### config.mk
export PLATFORM = sky130hd
export DESIGN_NAME = ghbr_ctrl
export DESIGN_NICKNAME = d
export VERILOG_FILES = /design/src/gray_histogram_bar_render_top_assert.svh /design/src/ghbr_pkg.sv /design/src/ghbr_ctrl.sv
export SDC_FILE = /design/constraint.sdc
export NUM_CORES = 1
export LEC_CHECK = 0
export ABC_AREA = 1
export BUFFER_PORTS_ARGS = -buffer_cell sky130_fd_sc_hd__buf_2
export CELL_PAD_IN_SITES_DETAIL_PLACEMENT = 1
export CELL_PAD_IN_SITES_GLOBAL_PLACEMENT = 1
export CORE_ASPECT_RATIO = 0.9
export CORE_MARGIN = 4
export CORE_UTILIZATION = 26
export CTS_CLUSTER_SIZE = 14
export DETAILED_ROUTE_END_ITERATION = 16
export GPL_ROUTABILITY_DRIVEN = 0
export GPL_TIMING_DRIVEN = 0
export PLACE_DENSITY = 0.73
export REMOVE_ABC_BUFFERS = 1
export SLEW_MARGIN = 5
export SYNTH_ARGS = -nofsm -noshare
export SYNTH_HDL_FRONTEND = slang
export SYNTH_SLANG_ARGS = --single-unit
### constraint.sdc
create_clock -name clk -period 1.07 [get_ports clk]
set_input_delay 0.1605 -clock clk [delete_from_list [all_inputs] [get_ports clk]]
set_output_delay 0.1605 -clock clk [all_outputs]
set_load 0.01 [all_outputs]
### src/gray_histogram_bar_render_top_assert.svh
// ----------------------------------------------------------------------------
// Histogram block assertion macros
// Concurrent checks clocked on clk and disabled while rst_n is low.
// ----------------------------------------------------------------------------
`ifndef GRAY_HISTOGRAM_BAR_RENDER_TOP_ASSERT_SVH
`define GRAY_HISTOGRAM_BAR_RENDER_TOP_ASSERT_SVH
`ifndef SYNTHESIS
// Same-cycle implication.
`define GHBR_ASSERT_NOW(lbl, ante, cons) \
  lbl: assert property (@(posedge clk) disable iff (!rst_n) (ante) |-> (cons)) \
    else $error("histogram assertion failed");
// Next-cycle implication.
`define GHBR_ASSERT_NXT(lbl, ante, cons) \
  lbl: assert property (@(posedge clk) disable iff (!rst_n) (ante) |=> (cons)) \
    else $error("histogram assertion failed");
`else
`define GHBR_ASSERT_NOW(lbl, ante, cons)
`define GHBR_ASSERT_NXT(lbl, ante, cons)
`endif
`endif

### src/ghbr_pkg.sv
// ----------------------------------------------------------------------------
// Histogram package
// Widths, opcodes and the command and status bundles shared by the modules.
// ----------------------------------------------------------------------------
package ghbr_pkg;

  localparam int MAX_PIXELS_LOG2 = 22;
  localparam int CNT_W           = MAX_PIXELS_LOG2 + 1;
  localparam int NUM_BINS        = 256;
  localparam int BIN_W           = 8;
  localparam int OP_W            = 2;
  localparam int PM_W            = 10;
  localparam int ROWS_W          = 8;
  localparam int NUM_W           = CNT_W + PM_W;
  localparam int STEP_W          = $clog2(PM_W);
  localparam int IN_DATA_W       = 24;
  localparam int OUT_DATA_W      = 24;

  localparam logic [CNT_W-1:0]  PIXEL_LIMIT     = CNT_W'(1) << MAX_PIXELS_LOG2;
  localparam logic [PM_W-1:0]   PER_MILLE_SCALE = PM_W'(1000);
  localparam logic [ROWS_W-1:0] ROWS_RESET      = ROWS_W'(100);

  localparam logic [OP_W-1:0] OP_ADD   = 2'd0;
  localparam logic [OP_W-1:0] OP_QUERY = 2'd1;
  localparam logic [OP_W-1:0] OP_CLEAR = 2'd2;

  typedef struct packed {
    logic rd_en;     // read the bin store at the incoming address
    logic rd_pix;    // address from pixel_value rather than bin_index
    logic clear;
    logic drop;
    logic add_wr;
    logic mul_ld;
    logic div_step;
    logic out_ld;
  } cmd_t;

  typedef struct packed {
    logic full;
    logic div_last;
    logic out_free;
  } sts_t;

endpackage

### src/ghbr_ctrl.sv
// ----------------------------------------------------------------------------
// Histogram controller
// Sequences adds, clears and queries; one transaction in flight at a time.
// ----------------------------------------------------------------------------
module ghbr_ctrl (
  input  logic                  clk,
  input  logic                  rst_n,
  input  logic                  in_tvalid,
  input  logic [ghbr_pkg::OP_W-1:0] opcode,
  output logic                  in_tready,
  input  ghbr_pkg::sts_t        sts,
  output ghbr_pkg::cmd_t        cmd
);
  import ghbr_pkg::*;

  typedef enum logic [4:0] {
    ST_IDLE = 5'b00001,
    ST_ADD  = 5'b00010,
    ST_MUL  = 5'b00100,
    ST_DIV  = 5'b01000,
    ST_DONE = 5'b10000
  } state_t;

  state_t state_r, state_nxt;
  logic   accept;

  assign in_tready = (state_r == ST_IDLE);
  assign accept    = in_tvalid && in_tready;

  always_comb begin
    state_nxt = state_r;
    cmd       = '0;
    case (state_r)
      ST_IDLE: begin
        if (accept) begin
          cmd.rd_en  = 1'b1;
          cmd.rd_pix = (opcode == OP_ADD);
          if (opcode == OP_ADD) begin
            if (sts.full) begin
              cmd.drop = 1'b1;
            end else begin
              state_nxt = ST_ADD;
            end
          end else if (opcode == OP_QUERY) begin
            state_nxt = ST_MUL;
          end else if (opcode == OP_CLEAR) begin
            cmd.clear = 1'b1;
          end
        end
      end
      ST_ADD: begin
        cmd.add_wr = 1'b1;
        state_nxt  = ST_IDLE;
      end
      ST_MUL: begin
        cmd.mul_ld = 1'b1;
        state_nxt  = ST_DIV;
      end
      ST_DIV: begin
        cmd.div_step = 1'b1;
        if (sts.div_last) begin
          state_nxt = ST_DONE;
        end
      end
      ST_DONE: begin
        if (sts.out_free) begin
          cmd.out_ld = 1'b1;
          state_nxt  = ST_IDLE;
        end
      end
      default: begin
        state_nxt = ST_IDLE;
      end
    endcase
  end

  always_ff @(posedge clk) begin
    if (!rst_n) begin
      state_r <= ST_IDLE;
    end else begin
      state_r <= state_nxt;
    end
  end

endmodule

== Word-level counts from Yosys, hierarchy flattened ==
Index checks and enable logic that the tools add are counted.

* Equal/unequal tests: 12
* Mux-type cells: 19
* Reduce and logical (&&, ||, !) cells: 3

{| class="wikitable"
|+ Operator list
! operator !! count
|-
| $mux 5 || 6
|-
| $pmux 5 s4 || 1
|-
| $mux 1 || 10
|-
| $mux 4 || 2
|-
| $eq 5x1->1 const B || 1
|-
| $eq 5x2->1 const B || 1
|-
| $eq 5x3->1 const B || 1
|-
| $eq 5x4->1 const B || 1
|-
| $eq 5x5->1 const B || 1
|-
| $reduce_and 5->1 || 1
|-
| $ne 2x2->1 const B || 2
|-
| $ne 3x1->1 const B || 1
|-
| $ne 3x3->1 const B || 1
|-
| $eq 2x1->1 const B || 1
|-
| $eq 2x2->1 const B || 1
|-
| $logic_not 2->1 || 1
|-
| $ne 2x1->1 const B || 1
|-
| $logic_and 1x1->1 || 1
|}

* Register bits: 5
* Logic and storage cells: 35

== Depth between registers and ports, before layout ==
Gate-level depths: netlist of run 1.

* Word-level depth: 6
* Mapped depth: 8
* Mapped depth without buffers: 8

== Least setup slack after synthesis of run 1 ==
Ideal clock, no wire load.

* Path type: reg2out
* Start: register state_r[0]
* End: output port cmd[5] in the netlist's numbering
* Data arrival time: 1,007 ps
* Data required time: 910 ps
* Path slack: -98 ps
* Cell stages (with the launch flop): 7
* Cell sequence: dfxtp_1 nand2_2 nor2_4 nand2_2 nor2_2 inv_2 nor3_2

{| class="wikitable"
|+ RTL lines
! what !! line !! source
|-
| start: declaration || ghbr_ctrl.sv:24 || <nowiki>state_t state_r, state_nxt;</nowiki>
|-
| start signal: assignment || ghbr_ctrl.sv:81 || <nowiki>state_r <= state_nxt;</nowiki>
|-
| end: declaration || ghbr_ctrl.sv:12 || <nowiki>output ghbr_pkg::cmd_t cmd</nowiki>
|}

==> flow_metrics.tcl, run 1 <==
set metrics [dict create \
    status "finished, violations left" \
    violations "setup timing" \
    die-area_sq_um 2256 \
    finalHoldViolations 0 \
    crit_fanout 3 \
    netlist_instances 62 \
    numCtsBuffers 3 \
    maxCapViolations 0 \
    synth_top_family_by_area "simple AND/OR/NAND/NOR gates" \
    pre_cts_ws_ps -174.0 \
    pwr_density_cell_nw_per_um2 2543 \
    drive_gt1_share_pct 59.14 \
    antenna_found_initial 0 \
    synth.area.top_cells "dfxtp_1, inv_1, nor2_1" \
    syn_area_sq_um 405.4 \
    cts_root_buf "clkbuf_4" \
    dr.pass1.iters 3 \
    synth-seq-area-share_pct 24.69 \
    min_period_over_period_pct 133.2 \
    final_max_slew_viol_count 0 \
    vdd_drop_max_uv 1181 \
    synth-adder-area-share_pct 0 \
    crit_required_ps 910 \
    drtAntennaViolNets 0 \
    drc_errors 0 \
    wl_per_cell_microns 13.08 \
    final_util_pct 46.67 \
    largest-register "state_r" \
    num_rows 13 \
    grt_overflow 0 \
    vias 504 \
    io_pins 17 \
    die_x_microns 49.62 \
    p_leak_uw 0.0003934 \
    r2r_cells 9 \
    htreeDepth 1 \
    yosysTopAreaCellShare_pct 24.69 \
    muxShareOfSynthArea_pct 0 \
    yosys_register_bits 5 \
    initial_utilization_pct 27.69 \
    cts_sinks 5 \
    core_area_sq_um 1464 \
    critPathCaptureType "output port" \
    cts_tree "done" \
    setup_slack_ps -354.7 \
    hold_depth 2 \
    dpl.hpwl_microns 885.5 \
    clkLatencyLatePin_ps 240 \
    min_to "state_r[0]" \
    cts_buffer_depth 2 \
    antennaDiodeCount 0 \
    period_minus_slack_ps 1425 \
    synth_xor_area_share_pct 0 \
    setup.worst_path.start_class "register" \
    slew_headroom_pct 75.16 \
    synth_top_area_cell "dfxtp_1" \
    synthSimpleGateAreaFrac_pct 54.94 \
    path_clk_slew_ps 50 \
    clock.fmax_mhz 701.9 \
    synth_compound_area_share_pct 3.704 \
    die_h_microns 45.46 \
    synth.distinct_cells 15 \
    arrival_ps 1260 \
    grt_pass1_wl_microns 2442 \
    worst_pin_slew_ps 371.2 \
    first_iter_violations 7 \
    final_nets 102 \
    area_growth_pct 68.52 \
    portBuffers 16 \
    reg2reg_setup_slack_ps -170 \
    grt.total_usage_pct 14.61 \
    min_path_type "in -> reg" \
    rsz0062_at_grt "true" \
    largestRegisters "state_r (5)" \
    grt_max_degree 7 \
    yosys_warnings 0 \
    tns_ps -3298 \
    grt_pass1_vias 530 \
    worstReg2RegStart "state_r[1]" \
    worstHoldStart "rst_n" \
    setup_viol 14 \
    largest_reg_flops 5 \
    vias_per_cell 4.667 \
    syn_avg_cell_area_sq_um 6.539 \
    crit_type "reg -> out" \
    p_total_uw 1737 \
    fin_worst_skew_ps 1.201 \
    hold_slack_ps 149.4 \
    reg2reg_to "state_r[0]" \
    routed_wl_microns 1413 \
]
-- layout make-up --
| cell class | count | area [sq um] |
|---|---|---|
| fillers | 198 | 780.7 |
| multi-input cells | 39 | 276.5 |
| repair buffers | 27 | 186.4 |
| flip-flops and latches | 5 | 105.1 |
| inverters | 18 | 70.07 |
| clock buffers | 4 | 26.28 |
| well taps | 15 | 18.77 |
-- per-layer routing --
| metal | up-vias | GRT usage [%] | wire length [microns] | share of wire [%] |
|---|---|---|---|---|
| li1 | 255 | - | - | - |
| met1 | 238 | 17.25 | 651 | 46 |
| met2 | 9 | 25.86 | 716 | 51 |
| met3 | 2 | 1.967 | 28 | 2.0 |
| met4 | 0 | 8.287 | 17 | 1.2 |
| met5 | - | 0 | 0 | 0 |
-- cell usage in the layout (no fill, tap or decap), drive strengths merged --
cell type	Yosys	layout
a21boi	1	1
buf	0	27
clkbuf	0	4
dfxtp	5	5
inv	18	18
nand2	5	5
nand3	8	8
nand4	7	7
nor2	16	16
nor3	1	1
o21bai	1	1
-- cells in the mapped netlist, drive strengths merged --
cell,number
a21boi,1
nor2,16
o21bai,1
nand4,7
inv,18
nand2,5
nor3,1
dfxtp,5
nand3,8
-- critical path, cell delays in order, from the launching register on --
cell and delay, ps:
dfxtp_2 330, inv_2 50, nand2_2 50, nor2_4 100
buf_4 140, nand4_4 110, nor2_2 100, buf_2 130
-- power breakdown --
group / total [uW] / switching (uW) / internal [uW] / leakage (uW)
clock: 228 / 86.1 / 142 / 0.0000150
sequential: 310 / 62.0 / 248 / 0.0000420
combinational: 1200 / 610 / 590 / 0.000336
-- stage by stage --
step,instances,area (sq um)
6_report,108,683.2
5_1_grt,108,683.2
4_1_cts,106,654.4
3_3_place_gp,93,504.2
3_5_place_dp,93,504.2
2_1_floorplan,62,405.4
-- timing repair --
item | in CTS | in global routing
pin swaps | 6 | 5
setup buffers | 9 | 2
hold buffers | 0 | 0
setup endpoints to repair | 13 | 14
gates resized for setup | 16 | 3
-- worst max path at each step --
stage / from / endpoint / cells past startpoint
CTS: state_r[1] / cmd[5] / 8
detailed placement: state_r[1] / cmd[5] / 8
floorplan: state_r[0] / cmd[5] / 6
global placement: state_r[0] / cmd[5] / 7
global route: state_r[1] / cmd[5] / 8
finish: state_r[1] / cmd[4] / 7
-- cell families (layout without fill, tap and decap cells) --
family | count (synthesis) | after routing
AO/OA/AOI/OAI | 2 | 2
AND/OR/NAND/NOR | 37 | 37
buffers and inverters | 18 | 49
flip-flops | 5 | 5
Power figures use the tool's default switching activity.
==> run 2: changes to the inputs <==
- PLACE_DENSITY: 0.73 -> unset
- PLACE_DENSITY_LB_ADDON: unset -> 0.1
==> flow_metrics.tcl, run 2 (synthesized netlist as in run 1, its figures left out) <==
set metrics [dict create \
    status "finished, violations left" \
    violations "setup timing" \
    htreeDepth 1 \
    final_nets 109 \
    min_path_type "in -> reg" \
    regArea_sq_um 113.9 \
    finalHoldViolations 0 \
    comb_power_share_pct 72.8 \
    drive_gt1_share_pct 66.00 \
    filler_cell_count 198 \
    vias 550 \
    path_clk_slew_ps 40 \
    multiInputGateArea_sq_um 310.3 \
    clockPowerShare_pct 11.2 \
    num_rows 13 \
    crit_type "reg -> out" \
    clkLatencyLatePin_ps 250 \
    arrival_ps 1260 \
    slowest_stage "dfxtp_2" \
    intPower_uw 1141 \
    swShare_pct 42.75 \
    hold_depth 2 \
    final_max_slew_viol_count 0 \
    crit_required_ps 910 \
    rsz0062_at_grt "true" \
    cts_tree "done" \
    p_seq_share_pct 16.0 \
    p_sw_uw 851.9 \
    r2r_cells 9 \
    grt.total_usage_pct 13.35 \
    die_x_microns 49.62 \
    cpLargestDelayFamily "simple AND/OR/NAND/NOR gates" \
    antennaDiodeCount 0 \
    clock.fmax_mhz 703.4 \
    worstHoldStart "rst_n" \
    largest_reg_flops 5 \
    wl_per_cell_microns 13.61 \
    min_to "state_r[0]" \
    cts_buffer_depth 2 \
    critical_path_buf_inv_count 3 \
    reg2reg_to "state_r[0]" \
    largestRegisters "state_r (5)" \
    grt_pass1_wl_microns 2208 \
    largest-register "state_r" \
    post_dp_cell_area_sq_um 504.2 \
    grt_overflow 0 \
    numCtsBuffers 3 \
    vdd_drop_max_uv 1364 \
    setup_slack_ps -351.7 \
    grt_pass1_vias 529 \
    p_leak_uw 0.0004437 \
    worst_pin_slew_ps 318.3 \
    setup.worst_path.start_class "register" \
    worst-path-stages 8 \
    slew_headroom_pct 78.70 \
    reg2reg_setup_slack_ps -240 \
    cts_sinks 5 \
    setup_viol 14 \
    vias_per_cell 4.783 \
    initial_utilization_pct 27.69 \
    cts_root_buf "clkbuf_4" \
    cts_hold_buf 0 \
    mostFrequentLayoutCells "buf_2, inv_1, buf_4, nor2_1, buf_6" \
    core_area_sq_um 1464 \
    drtAntennaViolNets 0 \
    design_area_sq_um 793.3 \
    pwr_density_cell_nw_per_um2 2512 \
    drc_errors 0 \
    grt_max_degree 7 \
    portBuffers 16 \
    antenna_found_initial 0 \
    first_iter_violations 5 \
    maxCapViolations 0 \
    period_minus_slack_ps 1422 \
    path_cells "inv_2 -> nand2_2 -> nor2_4 -> nand2_4 -> nor2_4 -> inv_2 -> nor2_1 -> buf_2" \
    worstReg2RegStart "state_r[1]" \
    die-area_sq_um 2256 \
    crit_fanout 2 \
    routed_wl_microns 1565 \
    min_period_over_period_pct 132.9 \
    max_stage_delay_ps 320 \
    final_util_pct 54.19 \
    die_h_microns 45.46 \
    fin_worst_skew_ps 1.509 \
    area_growth_pct 95.68 \
    final_common_cell "buf_2" \
    dr.pass1.iters 4 \
    critPathCaptureType "output port" \
    dpl.hpwl_microns 851.4 \
    io_pins 17 \
]
-- run 2: timing repair --
action                     CTS  global route
gates resized for setup     17            18
pin swaps                    6            16
buffers inserted            10            10
setup endpoints to repair   13            14
-- run 2: worst register-to-register path: stages (launching register included) --
cell	delay (ps)
dfxtp_2	320
buf_6	120
nor2_4	140
buf_4	130
nand3_2	100
buf_4	150
nand2_1	60
nor2_1	50
nand3_2	60
nand3_1	60
-- run 2: worst max path at each step --
| stage | to | startpoint | slack, ps |
|---|---|---|---|
| floorplan | cmd[5] | state_r[0] | -100 |
| global placement | cmd[5] | state_r[0] | -160 |
| detailed placement | cmd[5] | state_r[0] | -160 |
| CTS | cmd[5] | state_r[1] | -370 |
| global route | cmd[6] | state_r[1] | -460 |
| finish | cmd[6] | state_r[1] | -350 |
-- run 2: through the flow --
stage                     std cells  total power (uW)  hold WS (ps)  setup slack [ps]  setup TNS [ps]
after floorplan                  62             807.6         245.1            -97.96          -190.9
after global placement           93             985.4         406.3            -159.8          -747.8
after detailed placement         93             987.2         404.6            -158.6          -732.6
after CTS                       107              1632         150.7            -373.4           -3198
after global routing            115              2156         166.1            -462.6           -4893
final                           115              1993         162.4            -351.7           -3609
-- run 2: power by group through the flow --
stage               combinational [uW]  sequential, uW  clock, uW
floorplan                          510             297          0
CTS                               1090             311        227
finish                            1450             318        224
global placement                   677             309          0
global route                      1580             327        250
detailed placement                 676             311          0
-- run 2: final cells by class --
class	count	share of cell area, %
multi-input combinational	39	39.12
timing repair buffer	34	32.02
sequential	5	14.35
clock buffer	4	3.312
inverter	18	8.833
tap	15	2.366
-- run 2: per-layer routing --
metal,GRT usage (%),vias up,routed length (microns)
met1,15.13,254,665
met3,4.918,5,67
met2,23.22,17,813
met5,0,-,0
li1,-,274,-
met4,4.972,0,19
